File: config.mk
export PLATFORM = sky130hd
export DESIGN_NAME = edfb_regs
export DESIGN_NICKNAME = d
export VERILOG_FILES = /design/src/sv/edfb_pkg.sv /design/src/sv/edfb_regs.sv
export SDC_FILE = /design/constraint.sdc
export NUM_CORES = 1
export LEC_CHECK = 0
export BUFFER_PORTS_ARGS = -buffer_cell sky130_fd_sc_hd__buf_2
export CAP_MARGIN = 20
export CORE_UTILIZATION = 46
export DETAILED_ROUTE_END_ITERATION = 12
export PLACE_DENSITY = 0.8
export REMOVE_ABC_BUFFERS = 1
export SLEW_MARGIN = 25
export SYNTH_ARGS = -nofsm -noshare
export SYNTH_HDL_FRONTEND = slang
export SYNTH_SLANG_ARGS = --single-unit
File: constraint.sdc
create_clock -name clk -period 1.25 [get_ports clk]
set_clock_uncertainty 0.1 [all_clocks]
set_input_delay 0 -clock clk [delete_from_list [all_inputs] [get_ports clk]]
set_output_delay 0 -clock clk [all_outputs]
set_load 0.01 [all_outputs]
File: src/sv/edfb_pkg.sv
// edfb_pkg: shared types and constants for the echo delay FIR feedback core.
// Register map, reset values, configuration struct, sequencer states.
// No dependencies.
package edfb_pkg;

	localparam int SAMPLE_W = 16;
	localparam int ADDR_W   = 6;
	localparam int DATA_W   = 64;
	localparam int TAP_N    = 8;
	localparam int COEF_W   = 8;

	typedef enum logic [2:0] {
		REG_TARGET_LENGTH = 3'd0,
		REG_DELAY_OFFSET  = 3'd1,
		REG_FEEDBACK_GAIN = 3'd2,
		REG_FILTER_MIX    = 3'd3,
		REG_FREEZE        = 3'd4,
		REG_FILTER_GAIN   = 3'd5,
		REG_COEFFICIENTS  = 3'd6
	} reg_idx_t;

	localparam logic [13:0] RST_TARGET_LENGTH = 14'd4096;
	localparam logic [13:0] RST_DELAY_OFFSET  = 14'd0;
	localparam logic [7:0]  RST_FEEDBACK_GAIN = 8'd0;
	localparam logic [8:0]  RST_FILTER_MIX    = 9'd256;
	localparam logic        RST_FREEZE        = 1'b0;
	localparam logic [3:0]  RST_FILTER_GAIN   = 4'd1;
	localparam logic [63:0] RST_COEFFICIENTS  = 64'd127;

	localparam logic [8:0]  MIX_FULL = 9'd256;

	typedef struct packed {
		logic [13:0] target_length;
		logic [13:0] delay_offset;
		logic [7:0]  feedback_gain;
		logic [8:0]  filter_mix;
		logic        freeze;
		logic [3:0]  filter_gain;
		logic [63:0] coefficients;
	} cfg_t;

	typedef struct packed {
		logic load;
		logic sum;
		logic mix;
		logic blend;
		logic feed;
	} filt_ctl_t;

	typedef enum logic [3:0] {
		ST_CLEAR,
		ST_IDLE,
		ST_INDEX,
		ST_DIV,
		ST_TAPS,
		ST_SUM,
		ST_MIX,
		ST_BLEND,
		ST_FEED,
		ST_WB
	} state_t;

endpackage

File: src/sv/edfb_regs.sv
// edfb_regs: APB-style configuration registers with read-back.
// Depends on edfb_pkg.
module edfb_regs (
	input  logic                        clk,
	input  logic                        arst_n,
	input  logic                        psel,
	input  logic                        penable,
	input  logic                        pwrite,
	input  logic [edfb_pkg::ADDR_W-1:0] paddr,
	input  logic [edfb_pkg::DATA_W-1:0] pwdata,
	output logic [edfb_pkg::DATA_W-1:0] prdata,
	output edfb_pkg::cfg_t              cfg
);
	import edfb_pkg::*;

	cfg_t     cfg_q;
	reg_idx_t idx;
	logic     wr;

	assign idx = reg_idx_t'(paddr[ADDR_W-1:3]);
	assign wr  = psel && penable && pwrite;
	assign cfg = cfg_q;

	always_ff @(posedge clk or negedge arst_n) begin
		if (!arst_n) begin
			cfg_q.target_length <= RST_TARGET_LENGTH;
			cfg_q.delay_offset  <= RST_DELAY_OFFSET;
			cfg_q.feedback_gain <= RST_FEEDBACK_GAIN;
			cfg_q.filter_mix    <= RST_FILTER_MIX;
			cfg_q.freeze        <= RST_FREEZE;
			cfg_q.filter_gain   <= RST_FILTER_GAIN;
			cfg_q.coefficients  <= RST_COEFFICIENTS;
		end else if (wr) begin
			case (idx)
				REG_TARGET_LENGTH: cfg_q.target_length <= pwdata[13:0];
				REG_DELAY_OFFSET:  cfg_q.delay_offset  <= pwdata[13:0];
				REG_FEEDBACK_GAIN: cfg_q.feedback_gain <= pwdata[7:0];
				REG_FILTER_MIX:    cfg_q.filter_mix    <= pwdata[8:0];
				REG_FREEZE:        cfg_q.freeze        <= pwdata[0];
				REG_FILTER_GAIN:   cfg_q.filter_gain   <= pwdata[3:0];
				REG_COEFFICIENTS:  cfg_q.coefficients  <= pwdata;
				default: ;
			endcase
		end
	end

	always_comb begin
		case (idx)
			REG_TARGET_LENGTH: prdata = DATA_W'(cfg_q.target_length);
			REG_DELAY_OFFSET:  prdata = DATA_W'(cfg_q.delay_offset);
			REG_FEEDBACK_GAIN: prdata = DATA_W'(cfg_q.feedback_gain);
			REG_FILTER_MIX:    prdata = DATA_W'(cfg_q.filter_mix);
			REG_FREEZE:        prdata = DATA_W'(cfg_q.freeze);
			REG_FILTER_GAIN:   prdata = DATA_W'(cfg_q.filter_gain);
			REG_COEFFICIENTS:  prdata = cfg_q.coefficients;
			default:           prdata = '0;
		endcase
	end

endmodule

==> flow_summary.ini <==
[sta]
hold_viol = 0
rsz0062_at_grt = yes
whs_ns = 0.07341
worst_slack_ns = -0.5139
slew_headroom = 0.5227
fin_crit_ns = 1.764
tightestPinTransition_ns = 0.7159
timing.final.crit_share = 1.411
fin_tns_setup_ns = -3.294
clock.fmax_mhz = 566.9
setup_viol = 19
slew_violations = 0

[routing]
wl_per_cell_um = 19.28
vias_per_cell = 5.184
vias = 4769
ant_nets = 0
drc_errors = 0
first_pass_iters = 4
drt_iter0_drc = 222
routed_wl_um = 17740

[setup_path]
reg2reg_depth = 4
ff2ff_setup_slack_ns = 0.02
cp-end-kind = output pin
crit_fanout = 2
startpoint = cfg[71]$_DFFE_PN0P_
critical_path_class = reg2out
endpoint = prdata[2]
rr_endpoint = cfg[71]$_DFFE_PN0P_
arrival_ns = 1.66
reg2reg_from = cfg[71]$_DFFE_PN0P_
start_kind = flop
crit_required_ns = 1.15

[synthesis]
synth-xor-area-share = 0
yosysWarnings = 0
netlist_area_um2 = 5192
synth_area_per_cell_um2 = 13.85
synth_top_family_by_area = multiplexers
synth_fa_ha_area_frac = 0
seq_area_frac_synth = 0.5518
synth-compound-area-share = 0.04819
ys_types = 34
synthFlopType = dfrtp_1
synthSimpleGateAreaFrac = 0.09060
synth.mux.area_fraction = 0.2875
postSynthCellCount = 375
synth-edff-count = 0
ys_seq_elements = 114
async_reset_ff_frac = 1.000

[global_routing]
grt_pass1_wl_um = 26230
grt_pass1_vias = 4951
antenna_found_initial = 0
grtUsageTotal = 0.3048
grt-ovfl-total = 0
grt_max_degree = 52

[placement]
gp_congestion = 0.8798
pre_cts_ws_ns = -0.1679
dp_hpwl_um = 10730
portBuffers = 249

[clocking]
numCtsBuffers = 17
root_buffer = clkbuf_16
clock-sinks = 114
cts_buffer_depth = 2
htreeDepth = 4
cts_tree = yes
path_clk_slew_ns = 0.06
clk-insertion-delay-late_ns = 0.41

[finish]
areaGrowthSynthToFinish_pct = 67.13
drive_gt1_frac = 0.6436
largest_reg_flops = 114
layout_common_cells = buf_2 (238), dfrtp_1 (104), mux2_2 (99), dlygate4sd3_1 (66), buf_4 (66)
final_common_cell = buf_2
nets = 842
n_fill_cell = 649
diodes = 0

[floorplanning]
core_um2 = 10940
placementRows = 38
fp.dieW_um = 108.2
die-area_um2 = 11720
io_pins = 253
die_h_um = 108.2
initial_core_util = 0.4748

[run_status]
status = finished, violations left
violations = negative setup slack

[pwr]
power_density_nw_per_um2 = 1530
peakVddDrop_mv = 1.663
p_leak_nw = 4.563

[flow_run]
cap_violations = 0

[min_path]
hold_path_class = in2async
[Yosys cell counts, types with 2 or more instances]
cell type / number / area, um2
nand2_1: 4 / 15.01
mux2_2: 102 / 1149
buf_2: 13 / 65.06
mux2i_1: 7 / 70.07
a21oi_1: 5 / 25.02
nor3_1: 2 / 10.01
nor2b_1: 2 / 12.51
and2_1: 51 / 319.1
o21ai_0: 5 / 25.02
mux2_4: 10 / 150.1
clkbuf_1: 7 / 26.28
o2bb2ai_1: 8 / 70.07
mux2_1: 7 / 78.83
buf_1: 2 / 7.510
nand2b_1: 2 / 12.51
nor2_1: 4 / 15.01
a22oi_1: 9 / 67.56
dfstp_2: 10 / 262.8
dfrtp_1: 104 / 2603
a211o_1: 4 / 35.03
mux4_2: 2 / 45.04
nor2_2: 3 / 18.77
[area by class of cell]
cell class                      instances  area (um2)  area share
Inverter                                1       3.754   0.0004325
Tap cell                              140       175.2     0.02018
Clock inverter                         10       108.9     0.01254
Clock buffer                           22       464.2     0.05349
Sequential cell                       114        2865      0.3302
Multi-Input combinational cell        237        2296      0.2646
Timing Repair Buffer                  396        2765      0.3186
[worst max-delay path, stage by stage (launching register included)]
cell and delay (ns):
dfrtp_1 0.37, mux4_2 0.47, mux2_4 0.29, buf_6 0.12
[worst min-delay path by stage]
stage | from | end | slack (ns) | cells after the start
final | arst_n | cfg[5]$_DFFE_PN1P_ | 0.07 | 2
after global routing | arst_n | cfg[5]$_DFFE_PN1P_ | 0.08 | 2
after CTS | arst_n | cfg[112]$_DFFE_PN1P_ | 0.07 | 2
after detailed placement | arst_n | cfg[12]$_DFFE_PN0P_ | -0.18 | 1
after global placement | arst_n | cfg[12]$_DFFE_PN0P_ | -0.19 | 1
after floorplan | arst_n | cfg[100]$_DFFE_PN0P_ | -0.40 | 0
[where the power goes]
part | total [W] | switching [W] | internal (W)
Sequential | 0.00504 | 0.000571 | 0.00447
Combinational | 0.00355 | 0.00156 | 0.00199
Clock | 0.00469 | 0.00167 | 0.00302
Total | 0.0133 | 0.00380 | 0.00948
[per-stage QoR]
stage / utilization / instance area, um2 / total power [W] / instances
global placement: 0.6295 / 6884 / 0.007738 / 781
global route: 0.7936 / 8678 / 0.01382 / 920
CTS: 0.7793 / 8522 / 0.01311 / 907
finish: 0.7936 / 8678 / 0.01328 / 920
detailed placement: 0.6295 / 6884 / 0.007878 / 781
floorplan: - / 5082 / 0.006308 / 352
[what timing repair did]
| item | 4_1_cts | 5_1_grt |
|---|---|---|
| pin swaps | 19 | 4 |
| endpoints found under the setup margin | 55 | 71 |
| resized for setup | 28 | 15 |
| hold endpoints to repair | 228 | 0 |
| gates cloned | 3 | 0 |
| setup buffers | 25 | 13 |
| hold buffers | 67 | 0 |
[per-layer routing]
metal / vias up / global-route usage / share of wire
met3: 45 / 0.07836 / 0.044
li1: 2129 / - / -
met2: 184 / 0.5337 / 0.55
met1: 2411 / 0.3507 / 0.38
met4: 0 / 0.1331 / 0.029
met5: - / 0 / 0
[logic make-up after synthesis]
logic type	after synthesis
flip-flops	114
multiplexers	128
AND/OR/NAND/NOR	75
buffers and inverters	24
AO/OA/AOI/OAI	34
Power figures use the tool's default switching activity.
