<file path="src/sv/edfb_pkg.sv">
// edfb_pkg: shared types and constants for the echo delay FIR feedback core.
// Register map, reset values, configuration struct, sequencer states.
// No dependencies.
package edfb_pkg;

	localparam int SAMPLE_W = 16;
	localparam int ADDR_W   = 6;
	localparam int DATA_W   = 64;
	localparam int TAP_N    = 8;
	localparam int COEF_W   = 8;

	typedef enum logic [2:0] {
		REG_TARGET_LENGTH = 3'd0,
		REG_DELAY_OFFSET  = 3'd1,
		REG_FEEDBACK_GAIN = 3'd2,
		REG_FILTER_MIX    = 3'd3,
		REG_FREEZE        = 3'd4,
		REG_FILTER_GAIN   = 3'd5,
		REG_COEFFICIENTS  = 3'd6
	} reg_idx_t;

	localparam logic [13:0] RST_TARGET_LENGTH = 14'd4096;
	localparam logic [13:0] RST_DELAY_OFFSET  = 14'd0;
	localparam logic [7:0]  RST_FEEDBACK_GAIN = 8'd0;
	localparam logic [8:0]  RST_FILTER_MIX    = 9'd256;
	localparam logic        RST_FREEZE        = 1'b0;
	localparam logic [3:0]  RST_FILTER_GAIN   = 4'd1;
	localparam logic [63:0] RST_COEFFICIENTS  = 64'd127;

	localparam logic [8:0]  MIX_FULL = 9'd256;

	typedef struct packed {
		logic [13:0] target_length;
		logic [13:0] delay_offset;
		logic [7:0]  feedback_gain;
		logic [8:0]  filter_mix;
		logic        freeze;
		logic [3:0]  filter_gain;
		logic [63:0] coefficients;
	} cfg_t;

	typedef struct packed {
		logic load;
		logic sum;
		logic mix;
		logic blend;
		logic feed;
	} filt_ctl_t;

	typedef enum logic [3:0] {
		ST_CLEAR,
		ST_IDLE,
		ST_INDEX,
		ST_DIV,
		ST_TAPS,
		ST_SUM,
		ST_MIX,
		ST_BLEND,
		ST_FEED,
		ST_WB
	} state_t;

endpackage

</file>
<file path="src/sv/edfb_filt.sv">
// edfb_filt: 8-tap FIR history, tap products, gain, blend and feedback datapath.
// Stepped by the sequencer in the top level. Depends on edfb_pkg.
module edfb_filt (
	input  logic                          clk,
	input  logic                          arst_n,
	input  edfb_pkg::filt_ctl_t           ctl,
	input  edfb_pkg::cfg_t                cfg,
	input  logic [15:0]                   rdata,
	input  logic signed [edfb_pkg::SAMPLE_W-1:0] sample,
	output logic signed [edfb_pkg::SAMPLE_W-1:0] echo,
	output logic [15:0]                   wb
);
	import edfb_pkg::*;

	logic signed [15:0]       hist_q  [TAP_N];
	logic signed [15:0]       hist_in [TAP_N];
	logic signed [COEF_W-1:0] coef    [TAP_N];
	logic signed [23:0]       prod    [TAP_N];
	logic [15:0]              term_s1 [TAP_N];
	logic signed [15:0]       d;
	logic signed [15:0]       d_q;
	logic [15:0]              sum;
	logic [19:0]              fprod;
	logic signed [15:0]       f_q;
	logic [8:0]               mix;
	logic signed [16:0]       diff;
	logic signed [26:0]       pmix;
	logic signed [26:0]       pmix_q;
	logic signed [27:0]       acc;
	logic signed [27:0]       accr;
	logic signed [15:0]       m_q;
	logic signed [23:0]       q;
	logic signed [23:0]       q_q;
	logic signed [23:0]       qr;
	logic signed [16:0]       t;
	logic signed [17:0]       tot;

	assign d = {rdata[14:0], 1'b0};

	always_comb begin
		hist_in[TAP_N-1] = d;
		for (int k = 0; k < TAP_N - 1; k++) begin
			hist_in[k] = hist_q[k+1];
		end
		for (int k = 0; k < TAP_N; k++) begin
			coef[k] = cfg.coefficients[COEF_W*k +: COEF_W];
			prod[k] = coef[k] * hist_in[k];
		end
	end

	always_comb begin
		sum = '0;
		for (int k = 0; k < TAP_N; k++) begin
			sum = sum + term_s1[k];
		end
		fprod = 20'(sum) * 20'(cfg.filter_gain);
	end

	assign mix  = (cfg.filter_mix > MIX_FULL) ? MIX_FULL : cfg.filter_mix;
	assign diff = {f_q[15], f_q} - {d_q[15], d_q};
	assign pmix = diff * $signed({1'b0, mix});
	assign acc  = $signed({{4{d_q[15]}}, d_q, 8'd0}) + {pmix_q[26], pmix_q};
	assign accr = acc + (acc[27] ? 28'sd255 : 28'sd0);
	assign q    = m_q * $signed(cfg.feedback_gain);
	assign qr   = q_q + (q_q[23] ? 24'sd127 : 24'sd0);
	assign t    = qr[23:7];
	assign tot  = {{2{sample[15]}}, sample} + {t[16], t};
	assign wb   = tot[16:1];
	assign echo = m_q;

	always_ff @(posedge clk or negedge arst_n) begin
		if (!arst_n) begin
			for (int k = 0; k < TAP_N; k++) begin
				hist_q[k] <= '0;
			end
		end else if (ctl.load) begin
			for (int k = 0; k < TAP_N; k++) begin
				hist_q[k] <= hist_in[k];
			end
		end
	end

	always_ff @(posedge clk) begin
		if (ctl.load) begin
			d_q <= d;
			for (int k = 0; k < TAP_N; k++) begin
				term_s1[k] <= prod[k][22:7];
			end
		end
		if (ctl.sum) begin
			f_q <= fprod[15:0];
		end
		if (ctl.mix) begin
			pmix_q <= pmix;
		end
		if (ctl.blend) begin
			m_q <= accr[23:8];
		end
		if (ctl.feed) begin
			q_q <= q;
		end
	end

endmodule

</file>
<file path="config.mk">
export PLATFORM = sky130hd
export DESIGN_NAME = edfb_filt
export DESIGN_NICKNAME = d
export VERILOG_FILES = /design/src/sv/edfb_pkg.sv /design/src/sv/edfb_filt.sv
export SDC_FILE = /design/constraint.sdc
export NUM_CORES = 2
export LEC_CHECK = 0
export ABC_CLOCK_PERIOD_IN_PS = 8000
export BUFFER_PORTS_ARGS = -buffer_cell sky130_fd_sc_hd__buf_2
export CORE_ASPECT_RATIO = 1.25
export CORE_MARGIN = 2
export CORE_UTILIZATION = 40
export CTS_BUF_LIST = sky130_fd_sc_hd__clkbuf_2
export CTS_CLUSTER_DIAMETER = 150
export DETAILED_ROUTE_END_ITERATION = 6
export PLACE_DENSITY_LB_ADDON = 0.1
export SYNTH_ARGS = -nofsm -noshare
export SYNTH_HDL_FRONTEND = slang
export SYNTH_SLANG_ARGS = --single-unit
</file>
<file path="constraint.sdc">
create_clock -name clk -period 8 [get_ports clk]
set_clock_uncertainty 0.05 [all_clocks]
set_input_delay 0.4 -clock clk [delete_from_list [all_inputs] [get_ports clk]]
set_output_delay 0.4 -clock clk [all_outputs]
set_load 0.01 [all_outputs]
</file>
==> impl_metrics.toml <==
[worst_setup_path]
crit_top_cell = "fa_1"
cp-start-kind = "flip-flop"
crit_slowest_cell = "dlygate4sd3_1"
crit_arrival_ps = 8640
cpPeakStageDelay_ps = 570
worstSetupPathType = "reg2reg"
required_ps = 9040
critPathMaxFanout = 4
r2r_slack_ps = 390
critPathTopFamily = "adder cells"
path_buf_inv = 5
end_kind = "flip-flop"

[place]
numPortBuffers = 154
hpwl_um = 118900
routabilityCongestion = 0.8245
place_area_um2 = 62280

[run]
maxCapViolations = 0

[drt]
drt_iter0_drc = 1366
drtAntennaViolNets = 0
via_per_inst = 4.840
wl_per_cell_um = 17.77
wl_um = 147300
drt_pass1_iterations = 5
vias = 40117
drc = 0

[global_routing]
grt-ovfl-total = 0
antenna_found_initial = 10
track_usage_pct = 20.44
grt_max_degree = 147
grt_pass1_wl_um = 243000
grt_pass1_vias = 44791

[timing]
max_clock_freq_mhz = 131.5
fin_crit_sh_pct = 95.07
slew_violations = 0
relSlewSlack_pct = 28.07
holdWs_ps = 195.7
rsz0062_at_grt = "true"
finalSetupViolCount = 0
fin_crit_ps = 7606
hold_viol = 0
worst_pin_slew_ps = 1075

[clocking]
tritoncts = "built"
clk_path_buf_depth = 3
clkSinkCount = 331
htreeDepth = 3
cts_root_buf = "clkbuf_2"
path_clk_slew_ps = 110
clk_latency_ps = 1360
cts_buffers = 95

[layout]
post-route-util_pct = 43.31
syn_to_final_growth_pct = 7.818
layout.nets = 8030
layout-drive-gt1-share_pct = 8.202
stdcell_area_um2 = 64120

[floorplan]
die_y_um = 435.1
fp-row-count = 158
die_x_um = 348.9
io_pins = 185
core_region_area_um2 = 148100
start_util_pct = 40.17
die_area_um2 = 151800

[synth]
ys.flop_type = "edfxtp_1"
seq_area_frac_synth_pct = 15.83
yosysUniqueCellTypes = 76
syn-instance-count = 6108
ys_warn_count = 0
syn_avg_cell_area_um2 = 9.737
synthArstFlopShare_pct = 31.72
synth_edf_count = 226
ys_ff_latch = 331
synthesis.nets = 7853
syn_area_um2 = 59470

[status]
status = "finished, final reports clean"

[worst_hold_path]
hold_class = "in2reg"
[cells in the final DEF, fill, tap and decap left out, drive strengths merged, types with 6 or more instances in the layout]
| cell | n |
|---|---|
| or2 | 10 |
| nand3 | 33 |
| and2 | 676 |
| nand3b | 6 |
| clkbuf | 131 |
| fa | 1083 |
| nand2 | 455 |
| o21bai | 27 |
| inv | 1395 |
| o211ai | 10 |
| a21oi | 139 |
| or3 | 10 |
| nor2 | 224 |
| nor2b | 44 |
| nand4 | 10 |
| clkinv | 40 |
| o31ai | 10 |
| a31oi | 12 |
| o21ai | 77 |
| a2111oi | 9 |
| dlygate4sd3 | 73 |
| ha | 509 |
| nand2b | 162 |
| edfxtp | 226 |
| a21boi | 8 |
| mux2 | 105 |
| buf | 203 |
| a21o | 44 |
| dfrtp | 105 |
| xnor2 | 248 |
| a311oi | 6 |
| o21a | 38 |
| nor3 | 67 |
| and3 | 27 |
| xor2 | 79 |
| o41ai | 8 |
[cell type report]
| type | count | area (µm²) |
|---|---|---|
| timing repair buffer | 276 | 1914 |
| clock inverter | 45 | 257.7 |
| antenna | 4 | 10.01 |
| inverter | 1393 | 5229 |
| tap | 1920 | 2402 |
| multi-input combinational | 4188 | 44240 |
| fill | 14736 | 83950 |
| clock buffer | 131 | 655.6 |
| sequential | 331 | 9414 |
[what timing repair did]
action,in CTS,in global routing
setup endpoints to repair,0,8
hold buffers,74,0
gates resized for setup,0,27
endpoints found under the hold margin,467,0
buffers inserted,0,2
[cells in the mapped netlist, types with 4 or more instances]
cell / count / area [µm²]
nand3b_1: 6 / 45.04
a21boi_0: 6 / 45.04
nand2_1: 455 / 1708
nor2_1: 224 / 840.8
xor2_1: 79 / 691.9
nand3_1: 33 / 165.2
a21o_1: 44 / 330.3
edfxtp_1: 226 / 6787
o211ai_1: 9 / 67.56
clkbuf_1: 169 / 634.4
o31ai_1: 10 / 75.07
buf_1: 27 / 101.4
a211oi_1: 4 / 30.03
o2111ai_1: 4 / 35.03
and3_1: 27 / 168.9
o21ai_0: 64 / 320.3
xnor2_1: 248 / 2172
o41ai_1: 4 / 35.03
nand4_1: 10 / 62.56
o21bai_1: 25 / 187.7
o21ai_1: 13 / 65.06
dfrtp_1: 105 / 2628
fa_1: 1083 / 21680
nor2b_1: 44 / 275.3
nor3_1: 66 / 330.3
a311oi_1: 6 / 52.55
ha_1: 509 / 6369
or3_1: 10 / 62.56
inv_1: 1393 / 5229
or2_2: 10 / 62.56
o21a_1: 38 / 285.3
and2_1: 676 / 4229
a2111oi_2: 5 / 75.07
a31oi_1: 11 / 68.82
a21oi_1: 135 / 675.7
nand2b_1: 161 / 1007
a21oi_2: 4 / 35.03
mux2_2: 105 / 1182
a311o_1: 4 / 40.04
[layer usage]
| metal | vias to the layer above | track usage (%) | part of all wire [%] | wire length [µm] |
|---|---|---|---|---|
| met1 | 20581 | 24.08 | 40 | 58810 |
| met2 | 480 | 39.16 | 55 | 81490 |
| met3 | 173 | 1.938 | 2.4 | 3544 |
| li1 | 18873 | - | - | - |
| met4 | 10 | 5.374 | 2.3 | 3394 |
| met5 | - | 0 | 0.041 | 61 |
[logic make-up (layout without fill, tap and decap cells)]
family	count (synthesis)	count (layout)	share of synthesized area [%]
AO/OA/AOI/OAI	424	424	4.813
XOR/XNOR	328	328	4.853
adder cells (fa/ha/maj)	1592	1592	47.16
buffers and inverters	1589	1845	10.03
flip-flops	331	331	15.83
multiplexers	106	106	2.005
other	0	4	0
AND/OR/NAND/NOR	1738	1738	15.31
[worst paths after layout]
kind                                startpoint             end  cells after the start
worst min register to register       pmix_q[8]         echo[0]                      2
worst max register to register  term_s1[0][50]         f_q[15]                     28
max in group asynchronous               arst_n     hist_in[24]                      5
worst min-delay path                   cfg[13]  term_s1[0][31]                      6
worst max-delay path            term_s1[0][50]         f_q[15]                     28
min in group asynchronous               arst_n    hist_in[126]                      5
[stage by stage]
stage	cells	worst slack (ps)	TNS [ps]
after CTS	8282	4.534	0
after global routing	8285	-68.35	-97.52
after floorplan	6108	568.7	0
final	8288	394.2	0
after detailed placement	8032	24.46	0
after global placement	8032	81.39	0
[registers in the layout, summed over array words and instances, names as in the netlist]
register  count
echo         16
hist_in     105
pmix_q       27
f_q          16
term_s1     128
q_q          24
d_q          15
[worst register-to-register path, delay by kind of cell, from the launching register on]
family,cells,cell delay [ps]
adders and majority gates,9,3900
AOI/OAI and AO/OA,6,1270
buffers and inverters,5,800
and+or+nand+nor,5,640
xor gates and xnor gates,3,430
DFF,1,340
Power is left out: the tool's default activity adds up to more than one toggle a clock period on the data nets, which glitch-free logic cannot reach.
