## config.mk

```make
export PLATFORM = sky130hd
export DESIGN_NAME = edfb_mod
export DESIGN_NICKNAME = d
export VERILOG_FILES = /design/src/sv/edfb_mod.sv
export SDC_FILE = /design/constraint.sdc
export NUM_CORES = 1
export LEC_CHECK = 0
export BUFFER_PORTS_ARGS = -buffer_cell sky130_fd_sc_hd__buf_4
export CORE_ASPECT_RATIO = 0.9
export CORE_MARGIN = 10
export CORE_UTILIZATION = 56
export DETAILED_ROUTE_END_ITERATION = 7
export GPL_TIMING_DRIVEN = 0
export PLACE_DENSITY = 0.89
export SYNTH_ARGS = -nofsm -noshare
export SYNTH_HDL_FRONTEND = slang
export SYNTH_SLANG_ARGS = --single-unit
```

## constraint.sdc

```tcl
create_clock -name clk -period 3 [get_ports clk]
set_input_delay 0.3 -clock clk [delete_from_list [all_inputs] [get_ports clk]]
set_output_delay 0.3 -clock clk [all_outputs]
set_load 0.03 [all_outputs]
```

## src/sv/edfb_mod.sv

```systemverilog
// edfb_mod: bit-serial remainder unit, one dividend bit per cycle.
// No dependencies.
module edfb_mod #(
	parameter int NW = 14,
	parameter int LW = 14
) (
	input  logic          clk,
	input  logic          arst_n,
	input  logic          start,
	input  logic [NW-1:0] dividend,
	input  logic [LW-1:0] divisor,
	output logic          done,
	output logic [LW-1:0] rem
);
	localparam int CW = $clog2(NW + 1);

	logic [CW-1:0] cnt_q;
	logic          done_q;
	logic [NW-1:0] dvd_q;
	logic [LW-1:0] dvs_q;
	logic [LW-1:0] rem_q;
	logic [LW:0]   sh;
	logic [LW-1:0] rem_nx;

	assign sh     = {rem_q, dvd_q[NW-1]};
	assign rem_nx = (sh >= {1'b0, dvs_q}) ? LW'(sh - {1'b0, dvs_q}) : sh[LW-1:0];
	assign done   = done_q;
	assign rem    = rem_q;

	always_ff @(posedge clk or negedge arst_n) begin
		if (!arst_n) begin
			cnt_q  <= '0;
			done_q <= 1'b0;
		end else begin
			done_q <= (cnt_q == CW'(1));
			if (start) begin
				cnt_q <= CW'(NW);
			end else if (cnt_q != '0) begin
				cnt_q <= cnt_q - CW'(1);
			end
		end
	end

	always_ff @(posedge clk) begin
		if (start) begin
			dvd_q <= dividend;
			dvs_q <= divisor;
			rem_q <= '0;
		end else if (cnt_q != '0) begin
			dvd_q <= dvd_q << 1;
			rem_q <= rem_nx;
		end
	end

endmodule

```

==> results of run 1 <==
[layout make-up]
cell class / instances / area [um^2]
multi-input combinational: 172 / 1330
fill: 353 / 1310
sequential: 47 / 1250
timing repair buffer: 46 / 348
tap: 62 / 77.6
inverter: 19 / 71.3
clock buffer: 5 / 68.8
buffer: 9 / 48.8
clock inverter: 3 / 46.3
[logic make-up (layout without fill, tap and decap cells)]
| family | Yosys count | in the layout |
|---|---|---|
| DFF | 47 | 47 |
| and+or+nand+nor | 76 | 76 |
| xor gates and xnor gates | 9 | 9 |
| AOI/OAI and AO/OA | 52 | 52 |
| muxes | 17 | 17 |
| adders and majority gates | 18 | 18 |
| buffers and inverters | 28 | 82 |
[registers in the layout, summed over array words and instances (netlist names)]
| signal | flops |
|---|---|
| dvs_q | 14 |
| cnt_q | 4 |
| done | 1 |
| dvd_q | 14 |
| rem | 14 |
[synth_stat cells, drive strengths merged, types with 4 or more instances]
library cell  instances
xnor2                 5
mux2                 13
clkbuf                7
inv                  19
xor2                  4
a21oi                 7
nor2                 26
nand2                16
nand3                 6
a311oi                4
and3                  5
o21ai                 4
a211oi                9
ha                   17
edfxtp               28
nor3                  5
dfxtp                14
mux2i                 4
a21o                  7
dfrtp                 5
[what timing repair did]
| item | 4_1_cts | 5_1_grt |
|---|---|---|
| setup endpoints to repair | 0 | 0 |
| hold buffers | 1 | 0 |
| hold endpoints to repair | 5 | 0 |
[routing by layer]
metal	global-route usage (%)	share of wire, %
met5	0	0
met4	7.70	2.3
met3	4.53	7.2
met2	27.3	48
met1	18.4	43
[metrics by stage]
stage	std cells	utilization [%]	cell area [um^2]	hold WS [ns]	setup WS, ns
CTS	363	71.2	3240	0.148	0.262
floorplan	247	-	2700	0.00441	0.478
global placement	354	68.4	3110	0.105	0.412
detailed placement	354	68.4	3110	0.108	0.293
finish	363	71.2	3240	0.152	0.244
global route	363	71.2	3240	0.145	0.173
[power groups by stage]
stage	registers, mW	logic, mW	clock network (mW)
floorplan	0.765	0.139	0
global placement	0.761	0.206	0
detailed placement	0.764	0.219	0
CTS	0.749	0.223	0.489
global route	0.754	0.247	0.512
finish	0.749	0.224	0.483
[worst min-delay path by stage]
stage,end,cells after the start,start,slack (ns)
6_report,dvs_q[2],1,divisor[2],0.15
5_1_grt,dvs_q[0],1,divisor[0],0.14
4_1_cts,dvs_q[3],1,divisor[3],0.15
3_5_place_dp,done,1,arst_n,0.11
3_3_place_gp,done,1,arst_n,0.11
2_1_floorplan,cnt_q[0],0,arst_n,0.004
[worst max-delay path, stage by stage (launching register included)]
cell	delay [ns]
sky130_fd_sc_hd__edfxtp_1	0.41
sky130_fd_sc_hd__inv_1	0.08
sky130_fd_sc_hd__ha_1	0.17
sky130_fd_sc_hd__inv_1	0.06
sky130_fd_sc_hd__fa_1	0.40
sky130_fd_sc_hd__a21o_1	0.19
sky130_fd_sc_hd__a221oi_1	0.66
sky130_fd_sc_hd__o21ai_0	0.23
sky130_fd_sc_hd__a31o_2	0.25
sky130_fd_sc_hd__nand3_1	0.09
sky130_fd_sc_hd__a211oi_2	0.07
==> impl_metrics.xml, run 1 <==
<?xml version="1.0" encoding="UTF-8"?>
<metrics>
  <group name="outcome">
    <metric name="outcome" unit="">complete, no violations</metric>
  </group>
  <group name="floorplan">
    <metric name="die_area" unit="um^2">7990</metric>
    <metric name="boundaryPins" unit="">46</metric>
    <metric name="num_rows" unit="">23</metric>
    <metric name="die_h" unit="um">85.8</metric>
    <metric name="die_x" unit="um">93.1</metric>
    <metric name="floorplan.core_area" unit="um^2">4550</metric>
    <metric name="initial_core_util" unit="%">59.3</metric>
  </group>
  <group name="synth">
    <metric name="synth_largest_area_cell" unit="">sky130_fd_sc_hd__edfxtp_1</metric>
    <metric name="synthesis.instances" unit="">247</metric>
    <metric name="synth.top_cell.area_share" unit="%">31.2</metric>
    <metric name="ys.warnings.count" unit="">0</metric>
    <metric name="sequential_area_share_after_synthesis" unit="%">46.2</metric>
    <metric name="area_fraction_in_and_or_nand_and_nor_cells_after_synthesis" unit="%">14.4</metric>
    <metric name="synth_enable_flop_cells" unit="">28</metric>
    <metric name="synth-xor-area-share" unit="%">2.92</metric>
    <metric name="flops_latches_synth" unit="">47</metric>
    <metric name="synthAdderAreaFrac" unit="%">8.64</metric>
    <metric name="muxShareOfSynthArea" unit="%">6.92</metric>
    <metric name="synth-compound-area-share" unit="%">16.4</metric>
    <metric name="async_flop_share" unit="%">10.6</metric>
    <metric name="ys_dominant_reg_cell" unit="">sky130_fd_sc_hd__edfxtp_1</metric>
    <metric name="avgSynthCellArea" unit="um^2">10.9</metric>
    <metric name="synthDistinctLibCells" unit="">49</metric>
    <metric name="largest_family_of_logic_cells_by_synthesized_area" unit="">compound AO/OA/AOI/OAI gates</metric>
    <metric name="cell_types_occupying_the_most_area_after_synthesis" unit="">sky130_fd_sc_hd__edfxtp_1 31%, sky130_fd_sc_hd__dfxtp_1 10%, sky130_fd_sc_hd__ha_1 7.9%</metric>
    <metric name="netlist_area_before_placement" unit="um^2">2700</metric>
    <metric name="synth_fp_nets" unit="">296</metric>
  </group>
  <group name="worst_setup_path">
    <metric name="worstPathMaxFanout" unit="">4</metric>
    <metric name="worst_r2r_path_depth" unit="">10</metric>
    <metric name="critPathRequiredTime" unit="ns">3.17</metric>
    <metric name="timing.critical_path.from_type" unit="">register</metric>
    <metric name="criticalPathCategory" unit="">register to register</metric>
    <metric name="critPathLaunch" unit="">dvd_q[13]</metric>
    <metric name="rrSetupSlack" unit="ns">0.24</metric>
    <metric name="arrival_time_at_the_worst_endpoint" unit="ns">2.93</metric>
    <metric name="setup.worst_path.end" unit="">rem[10]</metric>
    <metric name="endpoint_kind" unit="">register</metric>
    <metric name="r2r-end" unit="">rem[10]</metric>
    <metric name="regToRegStartpoint" unit="">dvd_q[13]</metric>
  </group>
  <group name="timing">
    <metric name="worst_clock_skew" unit="ns">0.0111</metric>
    <metric name="report.final.hold_viol_count" unit="">0</metric>
    <metric name="grt_setup_unrepaired" unit="">no</metric>
    <metric name="slew_headroom" unit="%">48.8</metric>
    <metric name="final.setup.tns" unit="ns">0</metric>
    <metric name="tightest_slew" unit="ns">0.763</metric>
    <metric name="fmax" unit="GHz">0.363</metric>
    <metric name="finalCriticalPeriod" unit="ns">2.76</metric>
    <metric name="finalCritPeriodShare" unit="%">91.9</metric>
    <metric name="setup_viol" unit="">0</metric>
    <metric name="final-max-slew-violation-count" unit="">0</metric>
  </group>
  <group name="cells_and_area">
    <metric name="finish.net_count" unit="">349</metric>
    <metric name="layout_common_cells" unit="">45 x sky130_fd_sc_hd__buf_4, 28 x sky130_fd_sc_hd__edfxtp_1, 26 x sky130_fd_sc_hd__nor2_1</metric>
    <metric name="leading_cell_type_in_the_layout_fill_and_taps_excluded" unit="">sky130_fd_sc_hd__buf_4</metric>
    <metric name="area.growth.synth_to_final" unit="%">20.1</metric>
    <metric name="post_route_cells_drive_above_1_share" unit="%">28.6</metric>
    <metric name="insertedDiodeCount" unit="">0</metric>
  </group>
  <group name="grt">
    <metric name="first_pass_grt_wire_length" unit="um">10400</metric>
    <metric name="track_usage" unit="%">16.2</metric>
    <metric name="grt.overflow.total" unit="">0</metric>
    <metric name="number_of_antenna_violations_at_the_first_check_in_global_routing" unit="">0</metric>
    <metric name="number_of_global_route_vias_before_repair" unit="">2231</metric>
    <metric name="largest_net_degree_at_the_start_of_global_routing" unit="">17</metric>
  </group>
  <group name="power_and_ir_drop">
    <metric name="power.share.sequential" unit="%">51.4</metric>
    <metric name="max-vdd-ir-drop" unit="mV">0.340</metric>
    <metric name="power.switching" unit="uW">370</metric>
    <metric name="power_density" unit="nW/um^2">450</metric>
    <metric name="internal-power" unit="mW">1.09</metric>
    <metric name="p_total" unit="mW">1.46</metric>
    <metric name="p_comb_share" unit="%">15.4</metric>
    <metric name="power.share.switching" unit="%">25.4</metric>
    <metric name="pwr-share-clk" unit="%">33.2</metric>
    <metric name="power.static_leakage" unit="nW">1.42</metric>
  </group>
  <group name="drt">
    <metric name="route.detailed.wl_per_inst" unit="um">17.3</metric>
    <metric name="drt_pre_antenna_iters" unit="">4</metric>
    <metric name="ant_nets" unit="">0</metric>
    <metric name="detailroute.via_count" unit="">2078</metric>
    <metric name="drc" unit="">0</metric>
    <metric name="wirelength" unit="um">6300</metric>
    <metric name="routed_via_density" unit="">5.72</metric>
    <metric name="dr.first_iter.drc_count" unit="">144</metric>
  </group>
  <group name="cts">
    <metric name="tritoncts" unit="">yes</metric>
    <metric name="clock_sinks" unit="">47</metric>
    <metric name="clk_transition_reported_paths" unit="ns">0.09</metric>
    <metric name="post_cts_sizing" unit="">0</metric>
    <metric name="cts_made_buffers" unit="">5</metric>
    <metric name="clk-insertion-delay-late" unit="ns">0.32</metric>
    <metric name="cts.htree.levels" unit="">2</metric>
    <metric name="post_cts.repair.setup_buffers" unit="">0</metric>
    <metric name="clock_tree.root_cell" unit="">sky130_fd_sc_hd__clkbuf_8</metric>
    <metric name="clockBufferDepth" unit="">2</metric>
  </group>
  <group name="worst_hold_path">
    <metric name="worstHoldPathType" unit="">input port to register</metric>
  </group>
  <group name="place">
    <metric name="gp_congestion" unit="">0.917</metric>
    <metric name="detailed_place_hpwl" unit="um">4580</metric>
    <metric name="place.port_buffers" unit="">45</metric>
  </group>
  <group name="flow_run">
    <metric name="maxCapViolations" unit="">0</metric>
  </group>
</metrics>
No activity file was read; power rests on OpenSTA's default activity.
==> run 2: changes to the inputs <==
--- a/config.mk
+++ b/config.mk
@@ -5,13 +5,14 @@
 export SDC_FILE = /design/constraint.sdc
 export NUM_CORES = 1
 export LEC_CHECK = 0
+export ABC_AREA = 1
 export BUFFER_PORTS_ARGS = -buffer_cell sky130_fd_sc_hd__buf_4
 export CORE_ASPECT_RATIO = 0.9
 export CORE_MARGIN = 10
-export CORE_UTILIZATION = 56
+export CORE_UTILIZATION = 57
 export DETAILED_ROUTE_END_ITERATION = 7
 export GPL_TIMING_DRIVEN = 0
-export PLACE_DENSITY = 0.89
+export PLACE_DENSITY = 0.81
 export SYNTH_ARGS = -nofsm -noshare
 export SYNTH_HDL_FRONTEND = slang
 export SYNTH_SLANG_ARGS = --single-unit
==> run 2 against run 1 <==
Combinational power grew to 7.6 times the previous value. Final cell count is 39% higher. Largest cell class unchanged. Synthesized area is 8.8% higher. Sequential power is 22% higher. Die area is 5.3% higher. Core utilization is 0.56 points lower. Sequential share of layout area is 2.7 points lower. Clock power is 1% higher.
==> impl_metrics.xml, run 2 <==
<?xml version="1.0" encoding="UTF-8"?>
<metrics>
  <group name="grt">
    <metric name="first_pass_grt_wire_length" unit="um">11200</metric>
    <metric name="number_of_global_route_vias_before_repair" unit="">2432</metric>
    <metric name="grt.overflow.total" unit="">0</metric>
    <metric name="number_of_antenna_violations_at_the_first_check_in_global_routing" unit="">0</metric>
    <metric name="track_usage" unit="%">16.7</metric>
    <metric name="largest_net_degree_at_the_start_of_global_routing" unit="">21</metric>
  </group>
  <group name="cts">
    <metric name="cts_made_buffers" unit="">5</metric>
    <metric name="tritoncts" unit="">yes</metric>
    <metric name="clock_sinks" unit="">47</metric>
    <metric name="clk_transition_reported_paths" unit="ns">0.09</metric>
    <metric name="cts.htree.levels" unit="">2</metric>
    <metric name="clockBufferDepth" unit="">2</metric>
    <metric name="clock_tree.root_cell" unit="">sky130_fd_sc_hd__clkbuf_8</metric>
    <metric name="post_cts_sizing" unit="">0</metric>
    <metric name="clk-insertion-delay-late" unit="ns">0.31</metric>
  </group>
  <group name="worst_hold_path">
    <metric name="min_from" unit="">divisor[10]</metric>
    <metric name="min_path_cells" unit="">1</metric>
    <metric name="worstHoldEndpoint" unit="">dvs_q[10]</metric>
    <metric name="worstHoldPathType" unit="">input port to register</metric>
  </group>
  <group name="worst_setup_path">
    <metric name="worst_path_dominant_cell_family" unit="">adder cells</metric>
    <metric name="critical-path-top-cell-by-count" unit="">sky130_fd_sc_hd__nand3_1</metric>
    <metric name="cp_num_buf_inv" unit="">2</metric>
    <metric name="criticalPathCategory" unit="">register to register</metric>
    <metric name="worst_r2r_path_depth" unit="">11</metric>
    <metric name="r2r-end" unit="">rem[6]</metric>
    <metric name="worstPathMaxFanout" unit="">4</metric>
    <metric name="regToRegStartpoint" unit="">dvd_q[13]</metric>
    <metric name="critPathRequiredTime" unit="ns">3.22</metric>
    <metric name="critical_path.cell_chain" unit="">inv_1, ha_1, inv_1, fa_1, nand3_1, nand3_1, a21oi_1, xor2_1, nand2_1, nand3_1, nand2_1</metric>
    <metric name="arrival_time_at_the_worst_endpoint" unit="ns">2.34</metric>
    <metric name="endpoint_kind" unit="">register</metric>
    <metric name="rrSetupSlack" unit="ns">0.88</metric>
    <metric name="cp_slowest_stage_delay" unit="ns">0.45</metric>
    <metric name="timing.critical_path.from_type" unit="">register</metric>
    <metric name="cpMaxStageDelayCell" unit="">sky130_fd_sc_hd__fa_1</metric>
  </group>
  <group name="floorplan">
    <metric name="num_rows" unit="">24</metric>
    <metric name="die_x" unit="um">95.6</metric>
    <metric name="die_area" unit="um^2">8420</metric>
    <metric name="die_h" unit="um">88.0</metric>
    <metric name="boundaryPins" unit="">46</metric>
    <metric name="initial_core_util" unit="%">59.5</metric>
    <metric name="floorplan.core_area" unit="um^2">4920</metric>
  </group>
  <group name="flow_run">
    <metric name="maxCapViolations" unit="">0</metric>
  </group>
  <group name="timing">
    <metric name="fmax" unit="GHz">0.471</metric>
    <metric name="finalCriticalPeriod" unit="ns">2.12</metric>
    <metric name="setup_viol" unit="">0</metric>
    <metric name="finalHoldWorstSlack" unit="ns">0.156</metric>
    <metric name="tightest_slew" unit="ns">0.766</metric>
    <metric name="final.setup.tns" unit="ns">0</metric>
    <metric name="report.final.hold_viol_count" unit="">0</metric>
    <metric name="worst_clock_skew" unit="ns">0.00568</metric>
    <metric name="final-max-slew-violation-count" unit="">0</metric>
    <metric name="grt_setup_unrepaired" unit="">no</metric>
    <metric name="slew_headroom" unit="%">48.9</metric>
    <metric name="finalCritPeriodShare" unit="%">70.8</metric>
  </group>
  <group name="cells_and_area">
    <metric name="post_route_cells_drive_above_1_share" unit="%">16.4</metric>
    <metric name="finish.net_count" unit="">487</metric>
    <metric name="area.growth.synth_to_final" unit="%">18.6</metric>
    <metric name="post-route-util" unit="%">70.6</metric>
    <metric name="layoutNonFillerInstCount" unit="">504</metric>
    <metric name="layout_common_cells" unit="">145 x sky130_fd_sc_hd__nand2_1, 64 x sky130_fd_sc_hd__inv_1, 45 x sky130_fd_sc_hd__buf_4</metric>
    <metric name="insertedDiodeCount" unit="">0</metric>
    <metric name="leading_cell_type_in_the_layout_fill_and_taps_excluded" unit="">sky130_fd_sc_hd__nand2_1</metric>
  </group>
  <group name="drt">
    <metric name="drt_pre_antenna_iters" unit="">4</metric>
    <metric name="dr.first_iter.drc_count" unit="">175</metric>
    <metric name="route.detailed.wl_per_inst" unit="um">13.3</metric>
    <metric name="wirelength" unit="um">6690</metric>
    <metric name="detailroute.via_count" unit="">2509</metric>
    <metric name="ant_nets" unit="">0</metric>
    <metric name="routed_via_density" unit="">4.98</metric>
    <metric name="drc" unit="">0</metric>
  </group>
  <group name="place">
    <metric name="gp_congestion" unit="">0.911</metric>
    <metric name="place.port_buffers" unit="">45</metric>
    <metric name="dpl.cell_count" unit="">495</metric>
    <metric name="detailed_place_hpwl" unit="um">5040</metric>
  </group>
  <group name="synth">
    <metric name="synth.top_cell.area_share" unit="%">28.7</metric>
    <metric name="flops_latches_synth" unit="">47</metric>
    <metric name="ys.warnings.count" unit="">0</metric>
    <metric name="synth.top_cells.by_count" unit="">145 x sky130_fd_sc_hd__nand2_1, 64 x sky130_fd_sc_hd__inv_1, 34 x sky130_fd_sc_hd__nand3_1</metric>
    <metric name="sequential_area_share_after_synthesis" unit="%">42.5</metric>
    <metric name="synth_enable_flop_cells" unit="">28</metric>
    <metric name="cell_types_occupying_the_most_area_after_synthesis" unit="">sky130_fd_sc_hd__edfxtp_1 29%, sky130_fd_sc_hd__nand2_1 19%, sky130_fd_sc_hd__dfxtp_1 9.6%</metric>
    <metric name="synthesis.instances" unit="">385</metric>
    <metric name="post-synth-top-count-cell" unit="">sky130_fd_sc_hd__nand2_1</metric>
    <metric name="avgSynthCellArea" unit="um^2">7.61</metric>
    <metric name="netlist_area_before_placement" unit="um^2">2930</metric>
    <metric name="synth_largest_area_cell" unit="">sky130_fd_sc_hd__edfxtp_1</metric>
    <metric name="synth_fp_nets" unit="">434</metric>
    <metric name="synthDistinctLibCells" unit="">35</metric>
    <metric name="async_flop_share" unit="%">10.6</metric>
    <metric name="ys_dominant_reg_cell" unit="">sky130_fd_sc_hd__edfxtp_1</metric>
  </group>
  <group name="outcome">
    <metric name="outcome" unit="">complete, no violations</metric>
  </group>
  <group name="power_and_ir_drop">
    <metric name="power_density" unit="nW/um^2">897</metric>
    <metric name="power.static_leakage" unit="nW">1.83</metric>
    <metric name="max-vdd-ir-drop" unit="mV">0.609</metric>
  </group>
</metrics>
run 2: worst max-delay path by stage:
stage,to,depth (start not counted),start
detailed placement,rem[6],11,dvd_q[13]
global placement,rem[6],11,dvd_q[13]
global route,rem[6],11,dvd_q[13]
CTS,rem[6],11,dvd_q[13]
floorplan,rem[4],10,rem[1]
finish,rem[6],11,dvd_q[13]
run 2: layer usage:
layer  share of wire, %  GRT usage [%]  wire, um  up-vias
met5                  0              0         0        -
met4                1.4           6.43        93        0
met3                5.6           3.34       376        7
met2                 45           26.0      3040       64
met1                 48           22.3      3180     1119
li1                   -              -         -     1319
run 2: logic make-up after synthesis:
group	count (synthesis)	synth area share [%]
AO/OA/AOI/OAI	21	4.01
XOR/XNOR	7	2.09
adder cells (fa/ha/maj)	18	7.94
buffers and inverters	74	10.3
flip-flops	47	42.5
AND/OR/NAND/NOR	218	33.1
run 2: final cells by class:
type / instances / area (um^2)
Buffer: 9 / 58.8
Clock buffer: 5 / 68.8
Clock inverter: 3 / 47.5
Fill cell: 419 / 1450
Inverter: 65 / 244
Multi-Input combinational cell: 264 / 1380
Sequential cell: 47 / 1250
Tap cell: 65 / 81.3
Timing Repair Buffer: 46 / 348
run 2: what timing repair did:
| item | in CTS | in global routing |
|---|---|---|
| endpoints found under the setup margin | 0 | 0 |
| hold buffers | 1 | 0 |
| buffers inserted | 0 | 0 |
| hold endpoints to repair | 5 | 0 |
run 2: worst register-to-register path, stage by stage, from the launching register on:
cell	delay, ns
sky130_fd_sc_hd__edfxtp_1	0.39
sky130_fd_sc_hd__inv_1	0.10
sky130_fd_sc_hd__ha_1	0.16
sky130_fd_sc_hd__inv_1	0.08
sky130_fd_sc_hd__fa_1	0.45
sky130_fd_sc_hd__nand3_1	0.10
sky130_fd_sc_hd__nand3_1	0.18
sky130_fd_sc_hd__a21oi_1	0.22
sky130_fd_sc_hd__xor2_1	0.16
sky130_fd_sc_hd__nand2_1	0.07
sky130_fd_sc_hd__nand3_1	0.07
sky130_fd_sc_hd__nand2_1	0.05
run 2: metrics by stage:
stage / total power [mW] / cell area, um^2 / worst slack [ns]
5_1_grt: 3.38 / 3480 / 0.767
4_1_cts: 3.13 / 3480 / 0.905
3_3_place_gp: 2.61 / 3350 / 0.978
2_1_floorplan: 2.20 / 2930 / 1.08
6_report: 3.12 / 3480 / 0.877
3_5_place_dp: 2.62 / 3350 / 0.936
run 2: where the power goes:
part           internal (mW)  switching (mW)  total [mW]
Sequential             0.814           0.102       0.916
Clock                  0.253           0.237       0.490
Combinational          0.658            1.05        1.71
Total                   1.72            1.39        3.12
==> run 3: changes to the inputs <==
==> config.mk (replaced) <==
export PLATFORM = sky130hd
export DESIGN_NAME = edfb_mod
export DESIGN_NICKNAME = d
export VERILOG_FILES = /design/src/sv/edfb_mod.sv
export SDC_FILE = /design/constraint.sdc
export NUM_CORES = 1
export LEC_CHECK = 0
export ABC_AREA = 0
export BUFFER_PORTS_ARGS = -buffer_cell sky130_fd_sc_hd__buf_4
export CORE_ASPECT_RATIO = 0.9
export CORE_MARGIN = 10
export CORE_UTILIZATION = 51
export DETAILED_ROUTE_END_ITERATION = 7
export GPL_TIMING_DRIVEN = 0
export PLACE_DENSITY = 0.77
export SYNTH_ARGS = -nofsm -noshare
export SYNTH_HDL_FRONTEND = slang
export SYNTH_SLANG_ARGS = --single-unit
==> constraint.sdc (replaced) <==
create_clock -name clk -period 1.8 [get_ports clk]
set_input_delay 0.18 -clock clk [delete_from_list [all_inputs] [get_ports clk]]
set_output_delay 0.18 -clock clk [all_outputs]
set_load 0.03 [all_outputs]
==> run 3 against run 2 <==
Global-route usage shrank 2.4 points. Sequential share of layout area shrank 1.6 points. Clock skew grew 0.0029 ns. Combinational power shrank 72%. Clock power grew 66%. Power shrank 19%. Sequential cell count is the same. Critical path type unchanged. The run now ends with setup timing left. Largest power group is now sequential cells.
==> impl_metrics.xml, run 3 (synthesized netlist as in run 1, its figures left out) <==
<?xml version="1.0" encoding="UTF-8"?>
<metrics>
  <group name="worst_setup_path">
    <metric name="setup.worst_path.end" unit="">rem[8]</metric>
    <metric name="worstPathMaxFanout" unit="">8</metric>
    <metric name="endpoint_kind" unit="">register</metric>
    <metric name="critPathLaunch" unit="">dvs_q[7]</metric>
    <metric name="r2r-end" unit="">rem[8]</metric>
    <metric name="worst_r2r_path_depth" unit="">10</metric>
    <metric name="timing.critical_path.from_type" unit="">register</metric>
    <metric name="criticalPathCategory" unit="">register to register</metric>
    <metric name="critPathRequiredTime" unit="ns">2.02</metric>
    <metric name="arrival_time_at_the_worst_endpoint" unit="ns">2.57</metric>
    <metric name="regToRegStartpoint" unit="">dvs_q[7]</metric>
    <metric name="rrSetupSlack" unit="ns">-0.55</metric>
  </group>
  <group name="drt">
    <metric name="wirelength" unit="um">6500</metric>
    <metric name="route.detailed.wl_per_inst" unit="um">17.0</metric>
    <metric name="detailroute.via_count" unit="">2145</metric>
    <metric name="drc" unit="">0</metric>
    <metric name="drt_pre_antenna_iters" unit="">4</metric>
    <metric name="dr.first_iter.drc_count" unit="">182</metric>
    <metric name="ant_nets" unit="">0</metric>
    <metric name="routed_via_density" unit="">5.62</metric>
  </group>
  <group name="power_and_ir_drop">
    <metric name="power_density" unit="nW/um^2">682</metric>
    <metric name="power.static_leakage" unit="nW">1.52</metric>
    <metric name="p_total" unit="mW">2.53</metric>
    <metric name="max-vdd-ir-drop" unit="mV">0.422</metric>
  </group>
  <group name="grt">
    <metric name="track_usage" unit="%">14.3</metric>
    <metric name="largest_net_degree_at_the_start_of_global_routing" unit="">17</metric>
    <metric name="first_pass_grt_wire_length" unit="um">10100</metric>
    <metric name="grt.overflow.total" unit="">0</metric>
    <metric name="number_of_antenna_violations_at_the_first_check_in_global_routing" unit="">0</metric>
    <metric name="number_of_global_route_vias_before_repair" unit="">2079</metric>
  </group>
  <group name="cts">
    <metric name="clock_tree.root_cell" unit="">sky130_fd_sc_hd__clkbuf_8</metric>
    <metric name="cts_made_buffers" unit="">5</metric>
    <metric name="clock_sinks" unit="">47</metric>
    <metric name="tritoncts" unit="">yes</metric>
    <metric name="clk-insertion-delay-late" unit="ns">0.31</metric>
    <metric name="clk_transition_reported_paths" unit="ns">0.10</metric>
    <metric name="cts.htree.levels" unit="">2</metric>
    <metric name="clockBufferDepth" unit="">2</metric>
  </group>
  <group name="cells_and_area">
    <metric name="layout_common_cells" unit="">58 x sky130_fd_sc_hd__buf_4, 28 x sky130_fd_sc_hd__edfxtp_1, 25 x sky130_fd_sc_hd__nor2_1</metric>
    <metric name="multiInputGateArea" unit="um^2">1620</metric>
    <metric name="area.growth.synth_to_final" unit="%">37.8</metric>
    <metric name="finish.net_count" unit="">363</metric>
    <metric name="post_route_cells_drive_above_1_share" unit="%">49.5</metric>
    <metric name="insertedDiodeCount" unit="">0</metric>
    <metric name="layoutNonFillerInstCount" unit="">382</metric>
    <metric name="leading_cell_type_in_the_layout_fill_and_taps_excluded" unit="">sky130_fd_sc_hd__buf_4</metric>
    <metric name="post-route-util" unit="%">71.5</metric>
    <metric name="layout.filler_cells" unit="">383</metric>
    <metric name="layout.area.seq" unit="um^2">1270</metric>
  </group>
  <group name="timing">
    <metric name="fmax" unit="GHz">0.425</metric>
    <metric name="worst_clock_skew" unit="ns">0.00862</metric>
    <metric name="final-max-slew-violation-count" unit="">0</metric>
    <metric name="grt_setup_unrepaired" unit="">yes</metric>
    <metric name="final.setup.worst_slack" unit="ns">-0.552</metric>
    <metric name="setup_viol" unit="">14</metric>
    <metric name="finalCriticalPeriod" unit="ns">2.35</metric>
    <metric name="report.final.hold_viol_count" unit="">0</metric>
    <metric name="slew_headroom" unit="%">56.6</metric>
    <metric name="tightest_slew" unit="ns">0.651</metric>
    <metric name="finalHoldWorstSlack" unit="ns">0.0366</metric>
    <metric name="finalCritPeriodShare" unit="%">131</metric>
  </group>
  <group name="outcome">
    <metric name="violations" unit="">setup timing</metric>
    <metric name="outcome" unit="">complete, but fails checks</metric>
  </group>
  <group name="flow_run">
    <metric name="maxCapViolations" unit="">0</metric>
  </group>
  <group name="place">
    <metric name="pre_cts_slack" unit="ns">-0.775</metric>
    <metric name="place.port_buffers" unit="">45</metric>
    <metric name="gp_congestion" unit="">0.837</metric>
    <metric name="detailed_place_hpwl" unit="um">4400</metric>
    <metric name="dpl.cell_count" unit="">359</metric>
  </group>
  <group name="floorplan">
    <metric name="die_x" unit="um">96.6</metric>
    <metric name="num_rows" unit="">25</metric>
    <metric name="boundaryPins" unit="">46</metric>
    <metric name="initial_core_util" unit="%">51.9</metric>
    <metric name="die_h" unit="um">89.0</metric>
    <metric name="floorplan.core_area" unit="um^2">5190</metric>
    <metric name="die_area" unit="um^2">8600</metric>
  </group>
  <group name="worst_hold_path">
    <metric name="worstHoldPathType" unit="">input port to register</metric>
  </group>
</metrics>
==> run 3: cell types whose count changed in the layout (fill, tap and decap cells not counted), sizes merged, moves of 5 or more <==
cell,change
a211oi,+9
a21o,+7
and3,+5
buf,+12
inv,-46
mux2,+13
nand2,-132
nand3,-32
nand3b,-5
nor2,+8
==> run 3: area by class of cell <==
cell class / count / share of cell area [%]
Clock buffer: 5 / 1.85
Sequential cell: 47 / 34.3
Inverter: 19 / 1.92
Timing Repair Buffer: 61 / 13.2
Buffer: 8 / 1.52
Multi-Input combinational cell: 172 / 43.7
Clock inverter: 3 / 1.28
Tap cell: 67 / 2.26
==> run 3: what timing repair did <==
| action | in CTS | in global routing |
|---|---|---|
| setup endpoints to repair | 29 | 28 |
| hold buffers | 1 | 0 |
| gates resized for setup | 20 | 21 |
| buffers inserted | 8 | 6 |
| gates cloned | 0 | 1 |
| hold endpoints to repair | 5 | 0 |
| pin swaps | 13 | 16 |
==> run 3: routing by layer <==
metal	share of wire [%]	wire, um	GRT usage (%)	vias to the layer above
met3	4.9	319	3.63	9
met5	0	0	0	-
met4	1.5	96	4.02	0
met1	46	3000	18.3	1040
li1	-	-	-	1042
met2	47	3090	23.5	54
==> run 3: metrics by stage <==
stage | cell area, um^2 | setup TNS [ns]
floorplan | 2860 | -5.15
global placement | 3280 | -15.23
detailed placement | 3280 | -16.00
CTS | 3560 | -6.73
global route | 3710 | -8.24
finish | 3710 | -7.04
==> run 3: critical path: stages (launching register included) <==
cell and delay [ns]:
sky130_fd_sc_hd__edfxtp_1 0.39, sky130_fd_sc_hd__inv_2 0.07, sky130_fd_sc_hd__ha_4 0.21, sky130_fd_sc_hd__a21o_4 0.22, sky130_fd_sc_hd__a211o_1 0.30, sky130_fd_sc_hd__o21a_4 0.21, sky130_fd_sc_hd__buf_4 0.15, sky130_fd_sc_hd__o31ai_4 0.21
sky130_fd_sc_hd__buf_12 0.16, sky130_fd_sc_hd__nand2_1 0.07, sky130_fd_sc_hd__a311oi_2 0.25
==> run 3: worst min path at each step <==
stage          startpoint        to  slack [ns]  cells past startpoint
6_report       divisor[5]  dvs_q[5]        0.04                      1
5_1_grt        divisor[2]  dvs_q[2]        0.03                      1
4_1_cts        divisor[4]  dvs_q[4]        0.03                      1
3_5_place_dp       arst_n      done       -0.01                      1
3_3_place_gp       arst_n      done       -0.01                      1
2_1_floorplan      arst_n  cnt_q[0]       -0.12                      0
==> run 3: report_power, final <==
| group | internal, mW | total (mW) | switching [mW] | leakage [nW] |
|---|---|---|---|---|
| Combinational | 0.241 | 0.472 | 0.231 | 0.999 |
| Sequential | 1.21 | 1.25 | 0.0371 | 0.464 |
| Clock | 0.421 | 0.811 | 0.389 | 0.0587 |
